File: config.mk
export PLATFORM = sky130hd
export DESIGN_NAME = mste_ctrl
export DESIGN_NICKNAME = d
export VERILOG_FILES = /design/src/sv/minimum_spanning_tree_engine_macros.svh /design/src/sv/mste_pkg.sv /design/src/sv/mste_ctrl.sv
export SDC_FILE = /design/constraint.sdc
export NUM_CORES = 1
export LEC_CHECK = 0
export BUFFER_PORTS_ARGS = -buffer_cell sky130_fd_sc_hd__buf_4
export CAP_MARGIN = 25
export CORE_AREA = 5 5 42 44
export CTS_BUF_LIST = sky130_fd_sc_hd__clkbuf_8 sky130_fd_sc_hd__clkbuf_16
export DETAILED_ROUTE_END_ITERATION = 7
export DIE_AREA = 0 0 47 49
export HOLD_SLACK_MARGIN = 0.05
export PLACE_DENSITY = 0.52
export SETUP_SLACK_MARGIN = 0.05
export SKIP_CTS_REPAIR_TIMING = 1
export SLEW_MARGIN = 20
export SYNTH_ARGS = -nofsm -noshare
export SYNTH_HDL_FRONTEND = slang
export SYNTH_SLANG_ARGS = --single-unit
export TNS_END_PERCENT = 50
File: constraint.sdc
create_clock -name clk_i -period 1.5 [get_ports clk_i]
set_clock_uncertainty 0.15 [all_clocks]
set_input_delay 0.075 -clock clk_i [delete_from_list [all_inputs] [get_ports clk_i]]
set_output_delay 0.075 -clock clk_i [all_outputs]
set_load 0.05 [all_outputs]
File: src/sv/minimum_spanning_tree_engine_macros.svh
// Assertion macros used by the minimum spanning tree engine top level.
`ifndef MINIMUM_SPANNING_TREE_ENGINE_MACROS_SVH
`define MINIMUM_SPANNING_TREE_ENGINE_MACROS_SVH

// Checked on every clock edge outside reset.
`define MSTE_ASSERT(lbl, prop) \
  lbl: assert property (@(posedge clk_i) disable iff (!rst_ni) (prop)) \
    else $error("minimum_spanning_tree_engine: assertion failed");

// Checked on every clock edge, reset included.
`define MSTE_ASSERT_ALWAYS(lbl, prop) \
  lbl: assert property (@(posedge clk_i) (prop)) \
    else $error("minimum_spanning_tree_engine: assertion failed");

`endif

File: src/sv/mste_pkg.sv
// Package with the shared constants, codes and controller types of the engine.
package mste_pkg;

  localparam int MAX_VERTICES_DEF = 32;
  localparam int WEIGHT_BITS_DEF  = 16;

  localparam int VERT_W  = 5;
  localparam int EW_W    = 16;
  localparam int COUNT_W = 6;

  typedef enum logic [1:0] {
    FUNC_ADD   = 2'd0,
    FUNC_RUN   = 2'd1,
    FUNC_CLEAR = 2'd2,
    FUNC_NOP   = 2'd3
  } mste_func_e;

  typedef enum logic [2:0] {
    S_CLEAR,
    S_IDLE,
    S_PASS,
    S_SCAN,
    S_PICK,
    S_EMIT
  } mste_state_e;

  typedef struct packed {
    logic clr_wr;
    logic add;
    logic init;
    logic pass_start;
    logic scan;
    logic pick;
    logic emit_start;
    logic emit;
  } mste_cmd_t;

  typedef struct packed {
    logic clr_done;
    logic scan_done;
    logic found;
    logic emit_done;
  } mste_status_t;

endpackage

File: src/sv/mste_ctrl.sv
// Controller state machine that sequences clearing, edge loads, Prim passes and output.
module mste_ctrl (
  input  logic                    clk_i,
  input  logic                    rst_ni,
  input  logic                    start,
  input  logic [1:0]              func_i,
  input  mste_pkg::mste_status_t  status_i,
  output mste_pkg::mste_cmd_t     cmd_o,
  output logic                    busy
);

  mste_pkg::mste_state_e state_q, state_d;

  always_ff @(posedge clk_i or negedge rst_ni) begin
    if (!rst_ni) begin
      state_q <= mste_pkg::S_CLEAR;
    end else begin
      state_q <= state_d;
    end
  end

  always_comb begin
    state_d = state_q;
    cmd_o   = '0;
    busy    = (state_q != mste_pkg::S_IDLE);
    case (state_q)
      mste_pkg::S_CLEAR: begin
        cmd_o.clr_wr = 1'b1;
        if (status_i.clr_done) begin
          state_d = mste_pkg::S_IDLE;
        end
      end
      mste_pkg::S_IDLE: begin
        if (start) begin
          case (mste_pkg::mste_func_e'(func_i))
            mste_pkg::FUNC_ADD: begin
              cmd_o.add = 1'b1;
            end
            mste_pkg::FUNC_RUN: begin
              cmd_o.init = 1'b1;
              state_d    = mste_pkg::S_PASS;
            end
            mste_pkg::FUNC_CLEAR: begin
              state_d = mste_pkg::S_CLEAR;
            end
            default: begin
            end
          endcase
        end
      end
      mste_pkg::S_PASS: begin
        cmd_o.pass_start = 1'b1;
        state_d          = mste_pkg::S_SCAN;
      end
      mste_pkg::S_SCAN: begin
        cmd_o.scan = 1'b1;
        if (status_i.scan_done) begin
          state_d = mste_pkg::S_PICK;
        end
      end
      mste_pkg::S_PICK: begin
        if (status_i.found) begin
          cmd_o.pick = 1'b1;
          state_d    = mste_pkg::S_PASS;
        end else begin
          cmd_o.emit_start = 1'b1;
          state_d          = mste_pkg::S_EMIT;
        end
      end
      mste_pkg::S_EMIT: begin
        if (status_i.emit_done) begin
          state_d = mste_pkg::S_IDLE;
        end else begin
          cmd_o.emit = 1'b1;
        end
      end
      default: begin
        state_d = mste_pkg::S_IDLE;
      end
    endcase
  end

endmodule

==> flow_summary.yaml, run 1 <==
logic_synthesis:
  syn_area_per_cell_um2: 8.258
  synth_top_area_cell: "dfrtp_1"
  synth_edf_count: 0
  ys_warn_count: 0
  synth_ff_type: "dfrtp_1"
  synth_cell_types: 25
  synth-async-reset-ratio: 1.000
  synth-seq-cells: 3
  syn_area_um2: 289.0
  syn_nets: 44
  yosysSeqAreaShare: 0.2597
  synth_top_cells_by_area: "dfrtp_1 (26%), nor3b_1 (5.2%), a211oi_2 (4.3%)"
  synth_cells: 35
  synth_top_cell_area_share: 0.2597
place:
  place.gp.congestion: 0.7275
  place_ws_ps: 117.7
  portBuffers: 17
  place_area_um2: 483.0
  hpwl_um: 706.2
sta:
  slew_violations: 0
  fin_ws_ps: 13.69
  timing.final.crit_share: 0.9909
  hold_viol_final: 0
  finalSetupTns_ps: 0
  max_freq_ghz: 0.6728
  fin_crit_ps: 1486
  worst_pin_slew_ps: 291.2
  setup_viol: 0
  grt_setup_unrepaired: "yes"
  relSlewSlack: 0.8046
power_and_ir_drop:
  power.density_mw_per_mm2: 1943
  p_leak_uw: 0.0002814
  p_total_uw: 1184
  vdd_drop_max_uv: 905.3
cts:
  clock_sinks: 3
  clk_path_buf_depth: 2
  h-tree-depth: 1
  cts.clk_slew.worst_paths_ps: 30
  cts_tree: "yes"
  cts-buffers-inserted: 3
  clk_latency_ps: 210
  cts_root_buf: "clkbuf_8"
worst_setup_path:
  critPathCaptureType: "output pin"
  cpLargestDelayFamily: "flip-flops"
  start_kind: "flop"
  cp_max_fo: 8
  cp.required_ps: 1270
  cp.arrival_ps: 1260
  max_stage_delay_ps: 460
  criticalPathCategory: "reg2out"
  worst_path_max_delay_cell: "dfrtp_2"
  path_buf_inv: 1
  crit_chain: "nor2_4 > nand2_4 > nor3b_4 > buf_6"
final_layout:
  final_util: 0.4348
  largestRegisters: "state_q (3)"
  largest_register: "state_q"
  syn2layout_area_growth_pct: 110.8
  num_antenna_cells: 0
  largest_reg_flops: 3
  drive_above_1_share: 0.6393
  final_nets: 71
  stdcell_area_um2: 609.3
grt:
  grt_pass1_wl_mm: 1.421
  grt-ovfl-total: 0
  antenna_found_initial: 0
  grt_max_degree: 11
  grt_pass1_vias: 368
  grtUsageTotal: 0.08380
drt:
  wirelength_um: 940
  ant_nets: 0
  drc_errors: 0
  viasPerCell: 4.766
  first_pass_iters: 4
  drtIter0Drc: 1
  wl_per_cell_um: 12.21
  vias: 367
run_status:
  outcome: "complete, no violations"
die:
  core_area_mm2: 0.001401
  die_w_um: 47
  rows: 14
  start_util: 0.2062
  die_y_um: 49
  dieArea_mm2: 0.002303
  io_pins: 18
flow_run:
  cap_violations: 0
min_path:
  hold_path_class: "in2async"
==> synthesized netlist by cell type (all sizes together), types with 2 or more instances <==
| library cell | count |
|---|---|
| nor3b | 2 |
| inv | 3 |
| dfrtp | 3 |
| nand2 | 3 |
| buf | 2 |
| nor2b | 2 |
| nor2 | 3 |
==> layout by cell type (no fill, tap or decap) <==
| cell type | count |
|---|---|
| clkbuf_8 | 3 |
| buf_4 | 15 |
| nand2_1 | 2 |
| o2111ai_1 | 1 |
| nand3_1 | 1 |
| o22ai_1 | 1 |
| inv_1 | 4 |
| nor2_4 | 1 |
| nand2_4 | 1 |
| xor2_1 | 1 |
| and4bb_2 | 1 |
| mux2_2 | 1 |
| dfrtp_2 | 3 |
| nor3_2 | 1 |
| a41o_1 | 1 |
| buf_6 | 6 |
| a31oi_1 | 1 |
| nor2_2 | 1 |
| a311oi_1 | 1 |
| nor2b_1 | 2 |
| nor2_1 | 1 |
| buf_8 | 1 |
| and3_2 | 1 |
| nand2b_4 | 1 |
| a211oi_2 | 1 |
| dlygate4sd3_1 | 2 |
| nor3b_4 | 2 |
| or2_1 | 1 |
| a21oi_1 | 1 |
| and4_1 | 1 |
| o31ai_1 | 1 |
==> logic make-up after synthesis <==
family / synth area share
simple gates: 0.3506
compound gates: 0.2251
buf+inv: 0.09522
flops: 0.2597
xor+xnor: 0.03031
mux: 0.03896
==> cell type report <==
| cell class | instances | area (µm²) |
|---|---|---|
| Clock buffer | 3 | 41.29 |
| Timing Repair Buffer | 24 | 215.2 |
| Sequential cell | 3 | 78.83 |
| Clock inverter | 1 | 3.754 |
| Inverter | 3 | 11.26 |
| Tap cell | 16 | 20.02 |
| Fill cell | 147 | 792.0 |
| Multi-Input combinational cell | 27 | 239.0 |
==> report_power, final <==
group | internal [µW] | leakage [µW] | switching (µW)
Combinational | 326 | 0.000221 | 446
Clock | 174 | 0.0000269 | 51.9
Sequential | 119 | 0.0000333 | 66.9
==> metal layers <==
metal / up-vias / wire length, µm / GRT usage
met1: 167 / 415 / 0.09670
li1: 182 / - / -
met2: 18 / 420 / 0.1267
met5: - / 0 / 0
met4: 0 / 0 / 0.04147
met3: 0 / 104 / 0.03690
==> stage by stage <==
step	std cells	hold WS, ps
6_report	77	39.43
5_1_grt	77	62.49
2_1_floorplan	35	-370.6
4_1_cts	72	-510.4
3_5_place_dp	68	-283.8
3_3_place_gp	68	-284.2
==> path summary, 6_finish.rpt <==
path                                         from  slack, ps  depth (start not counted)                     end
min reg2reg                state_q[0]$_DFFE_PN0P_        500                          2  state_q[1]$_DFFE_PN0P_
min                                        rst_ni         40                          2  state_q[2]$_DFFE_PN0P_
max reg2reg                state_q[1]$_DFFE_PN0P_        150                          3  state_q[1]$_DFFE_PN0P_
max in group asynchronous                  rst_ni       1050                          2  state_q[0]$_DFFE_PN0P_
max                        state_q[1]$_DFFE_PN0P_         10                          4                cmd_o[6]
min in group clk_i                          start         50                          3  state_q[0]$_DFFE_PN0P_
(Power assumes the default switching activity.)
==> run 2: changes to the inputs <==
- RECOVER_POWER: unset -> 25
==> run 2 against run 1 <==
- cell count unchanged
- total power decreased by 0.14%
- non-clock buffer count unchanged
- critical path type unchanged
- largest cell class unchanged
==> flow_summary.yaml, run 2 (synthesized netlist as in run 1, its figures left out) <==
final_layout:
  largestRegisters: "state_q (3)"
  layout_commonest_cell: "buf_4"
  num_antenna_cells: 0
  final_nets: 71
  largest_reg_flops: 3
  syn2layout_area_growth_pct: 109.5
  mostFrequentLayoutCells: "buf_4 (14), buf_6 (6), inv_1 (4), clkbuf_8 (3), dfrtp_2 (3)"
  instances_no_fill: 77
  drive_above_1_share: 0.6230
  nFillCells: 147
  largest_register: "state_q"
worst_setup_path:
  start_kind: "flop"
  worst_path_max_delay_cell: "dfrtp_2"
  cpLargestDelayFamily: "flip-flops"
  endpoint: "cmd_o[6]"
  r2r-end: "state_q[1]$_DFFE_PN0P_"
  path_buf_inv: 1
  worstSetupPathDepth: 4
  r2r-start: "state_q[1]$_DFFE_PN0P_"
  cp-startpoint: "state_q[1]$_DFFE_PN0P_"
  rrSetupSlack_ps: 150
  criticalPathCategory: "reg2out"
  cp.arrival_ps: 1260
  critPathCaptureType: "output pin"
  cp_max_fo: 8
  crit_chain: "nor2_4 > nand2_4 > nor3b_4 > buf_6"
  rr_worst_depth: 3
  cp.required_ps: 1270
  max_stage_delay_ps: 460
die:
  io_pins: 18
  die_w_um: 47
  die_y_um: 49
  core_area_mm2: 0.001401
  rows: 14
  start_util: 0.2062
  dieArea_mm2: 0.002303
power_and_ir_drop:
  p_leak_uw: 0.0002778
  vdd_drop_max_uv: 900.2
  power.density_mw_per_mm2: 1952
  p_total_uw: 1182
grt:
  antenna_found_initial: 0
  grtUsageTotal: 0.08380
  grt_pass1_vias: 368
  grt_pass1_wl_mm: 1.421
  grt_max_degree: 11
  grt-ovfl-total: 0
cts:
  cts_root_buf: "clkbuf_8"
  clk_latency_ps: 210
  clock_sinks: 3
  cts-buffers-inserted: 3
  cts_tree: "yes"
  cts.clk_slew.worst_paths_ps: 30
  h-tree-depth: 1
  clk_path_buf_depth: 2
drt:
  drc_errors: 0
  viasPerCell: 4.701
  first_pass_iters: 4
  wirelength_um: 942
  wl_per_cell_um: 12.23
  vias: 362
  drtIter0Drc: 1
  ant_nets: 0
sta:
  timing.final.crit_share: 0.9902
  worst_pin_slew_ps: 291.2
  grt_setup_unrepaired: "yes"
  max_freq_ghz: 0.6732
  setup_viol: 0
  holdWs_ps: 45.39
  slew_violations: 0
  relSlewSlack: 0.8046
  hold_viol_final: 0
  fin_crit_ps: 1485
place:
  hpwl_um: 706.2
  place.gp.congestion: 0.7275
  portBuffers: 17
  dp.cells: 68
run_status:
  outcome: "complete, no violations"
flow_run:
  cap_violations: 0
min_path:
  hold_path_class: "in2async"
run 2: changes by cell type in the layout (fill, tap and decap cells not counted):
| cell | delta |
|---|---|
| buf_4 | -1 |
| clkbuf_1 | +1 |
run 2: layout make-up:
| type | instances | area (µm²) | share of cell area |
|---|---|---|---|
| Sequential cell | 3 | 78.83 | 0.1302 |
| Clock inverter | 1 | 3.754 | 0.006198 |
| Tap cell | 16 | 20.02 | 0.03306 |
| Timing Repair Buffer | 24 | 211.5 | 0.3492 |
| Clock buffer | 3 | 41.29 | 0.06818 |
| Multi-Input combinational cell | 27 | 239.0 | 0.3946 |
| Inverter | 3 | 11.26 | 0.01860 |
run 2: metrics by stage:
| stage | setup TNS, ps | setup WS (ps) | cell area [µm²] | util |
|---|---|---|---|---|
| floorplan | -74.07 | -37.55 | 336.6 | - |
| global placement | 0 | 129.7 | 483.0 | 0.3446 |
| detailed placement | 0 | 117.7 | 483.0 | 0.3446 |
| CTS | -227.1 | -102.5 | 528.0 | 0.3768 |
| global route | -48.89 | -34.30 | 605.6 | 0.4321 |
| finish | 0 | 14.65 | 605.6 | 0.4321 |
run 2: report_power, final:
| part | leakage, µW | switching (µW) | internal (µW) | total [µW] |
|---|---|---|---|---|
| Sequential | 0.0000333 | 66.8 | 119 | 186 |
| Clock | 0.0000269 | 51.3 | 174 | 225 |
| Combinational | 0.000218 | 446 | 324 | 771 |
| Total | 0.000278 | 564 | 618 | 1180 |
run 2: per-layer routing:
metal  GRT usage  up-vias  part of all wire
met5           0        -                 0
met4     0.04147        0                 0
met3     0.03690        0              0.11
met2      0.1267       16              0.45
met1     0.09670      165              0.44
li1            -      181                 -
run 2: worst min path at each step:
stage / cells past startpoint / from / slack [ps] / end
after floorplan: 0 / rst_ni / -370 / state_q[0]$_DFFE_PN0P_
after global placement: 1 / rst_ni / -280 / state_q[2]$_DFFE_PN0P_
after detailed placement: 1 / rst_ni / -280 / state_q[2]$_DFFE_PN0P_
after CTS: 1 / rst_ni / -510 / state_q[2]$_DFFE_PN0P_
after global routing: 3 / start / 60 / state_q[0]$_DFFE_PN0P_
final: 2 / rst_ni / 50 / state_q[2]$_DFFE_PN0P_
==> run 3: changes to the inputs <==
- SETUP_SLACK_MARGIN: 0.05 -> unset
==> run 3 against run 2 <==
- die area unchanged
- critical path type unchanged
- maximum frequency about the same
- non-clock buffer count unchanged
- cell count unchanged
==> flow_summary.yaml, run 3 (synthesized netlist as in run 1, its figures left out) <==
sta:
  worst_pin_slew_ps: 288.8
  setup_viol: 0
  grt_setup_unrepaired: "yes"
  timing.final.crit_share: 0.9909
  max_freq_ghz: 0.6728
  slew_violations: 0
  hold_viol_final: 0
  fin_crit_ps: 1486
  relSlewSlack: 0.8061
place:
  place.gp.congestion: 0.7275
  hpwl_um: 706.2
  place_area_um2: 483.0
  dp.cells: 68
  portBuffers: 17
worst_setup_path:
  cp.required_ps: 1270
  r2r-end: "state_q[1]$_DFFE_PN0P_"
  rrSetupSlack_ps: 160
  cp.arrival_ps: 1260
  cp_max_fo: 8
  critPathCaptureType: "output pin"
  criticalPathCategory: "reg2out"
  r2r-start: "state_q[2]$_DFFE_PN0P_"
  rr_worst_depth: 3
  start_kind: "flop"
grt:
  grtUsageTotal: 0.08380
  antenna_found_initial: 0
  grt_pass1_vias: 368
  grt_max_degree: 11
  grt_pass1_wl_mm: 1.421
  grt-ovfl-total: 0
drt:
  drtIter0Drc: 1
  viasPerCell: 4.792
  first_pass_iters: 4
  drc_errors: 0
  wl_per_cell_um: 12.29
  wirelength_um: 946
  vias: 369
  ant_nets: 0
final_layout:
  drive_above_1_share: 0.6230
  nFillCells: 147
  largest_reg_flops: 3
  layout_commonest_cell: "buf_4"
  seqCellArea_um2: 78.83
  syn2layout_area_growth_pct: 104.3
  multi_input_area_um2: 239.0
  largestRegisters: "state_q (3)"
  final_nets: 71
  instances_no_fill: 77
  num_antenna_cells: 0
  stdcell_area_um2: 590.6
  largest_register: "state_q"
  mostFrequentLayoutCells: "buf_4 (17), inv_1 (4), buf_6 (4), clkbuf_8 (3), dfrtp_2 (3)"
cts:
  cts.clk_slew.worst_paths_ps: 30
  cts-buffers-inserted: 3
  h-tree-depth: 1
  cts_root_buf: "clkbuf_8"
  clk_latency_ps: 210
  clock_sinks: 3
  cts_tree: "yes"
  clk_path_buf_depth: 2
power_and_ir_drop:
  power.density_mw_per_mm2: 1967
  pwr-share-clk: 0.194
  p_comb_frac: 0.646
  swShare: 0.4823
  intPower_uw: 601.5
  p_switching_uw: 560.3
  seqPwrFrac: 0.160
  p_leak_uw: 0.0002744
  p_total_uw: 1162
  vdd_drop_max_uv: 898.9
die:
  rows: 14
  core_area_mm2: 0.001401
  die_y_um: 49
  io_pins: 18
  start_util: 0.2062
  dieArea_mm2: 0.002303
  die_w_um: 47
flow_run:
  cap_violations: 0
min_path:
  hold_path_class: "in2async"
run_status:
  outcome: "complete, no violations"
run 3: cell count changes in the layout (fill, tap and decap cells not counted):
cell	change
buf_4	+3
buf_6	-2
buf_8	-1
run 3: worst max-delay path by stage:
stage | from | slack (ps) | to
2_1_floorplan | state_q[0]$_DFFE_PN0P_ | -40 | cmd_o[6]
3_3_place_gp | state_q[1]$_DFFE_PN0P_ | 130 | state_q[0]$_DFFE_PN0P_
3_5_place_dp | state_q[1]$_DFFE_PN0P_ | 120 | state_q[0]$_DFFE_PN0P_
4_1_cts | state_q[1]$_DFFE_PN0P_ | -100 | cmd_o[6]
5_1_grt | state_q[1]$_DFFE_PN0P_ | -30 | cmd_o[6]
6_report | state_q[1]$_DFFE_PN0P_ | 10 | cmd_o[6]
run 3: worst max-delay path, cell delays in order (launching register included):
cell,delay [ps]
dfrtp_2,460
nor2_4,170
nand2_4,70
nor3b_4,170
buf_6,180
run 3: per-layer routing:
metal | track usage | wire [µm]
met5 | 0 | 0
met3 | 0.03690 | 103
met1 | 0.09670 | 419
met4 | 0.04147 | 0
met2 | 0.1267 | 423
run 3: layout make-up:
cell class,count,share of cell area
clock inverter,1,0.006356
timing repair buffer,24,0.3326
tap,16,0.03390
inverter,3,0.01907
multi-input combinational,27,0.4047
clock buffer,3,0.06992
sequential,3,0.1335
run 3: power by group through the flow:
stage | registers, µW | logic [µW] | clock network [µW]
2_1_floorplan | 146 | 557 | 0
3_3_place_gp | 174 | 700 | 0
3_5_place_dp | 175 | 699 | 0
4_1_cts | 174 | 703 | 233
5_1_grt | 191 | 796 | 246
6_report | 186 | 750 | 225
run 3: metrics by stage:
step | TNS (ps) | util | setup slack [ps] | hold slack [ps]
after floorplan | -74.07 | - | -37.55 | -370.6
after global placement | 0 | 0.3446 | 129.7 | -284.2
after detailed placement | 0 | 0.3446 | 117.7 | -283.8
after CTS | -227.1 | 0.3768 | -102.5 | -510.4
after global routing | -49.28 | 0.4214 | -34.71 | 62.30
final | 0 | 0.4214 | 13.60 | 45.82
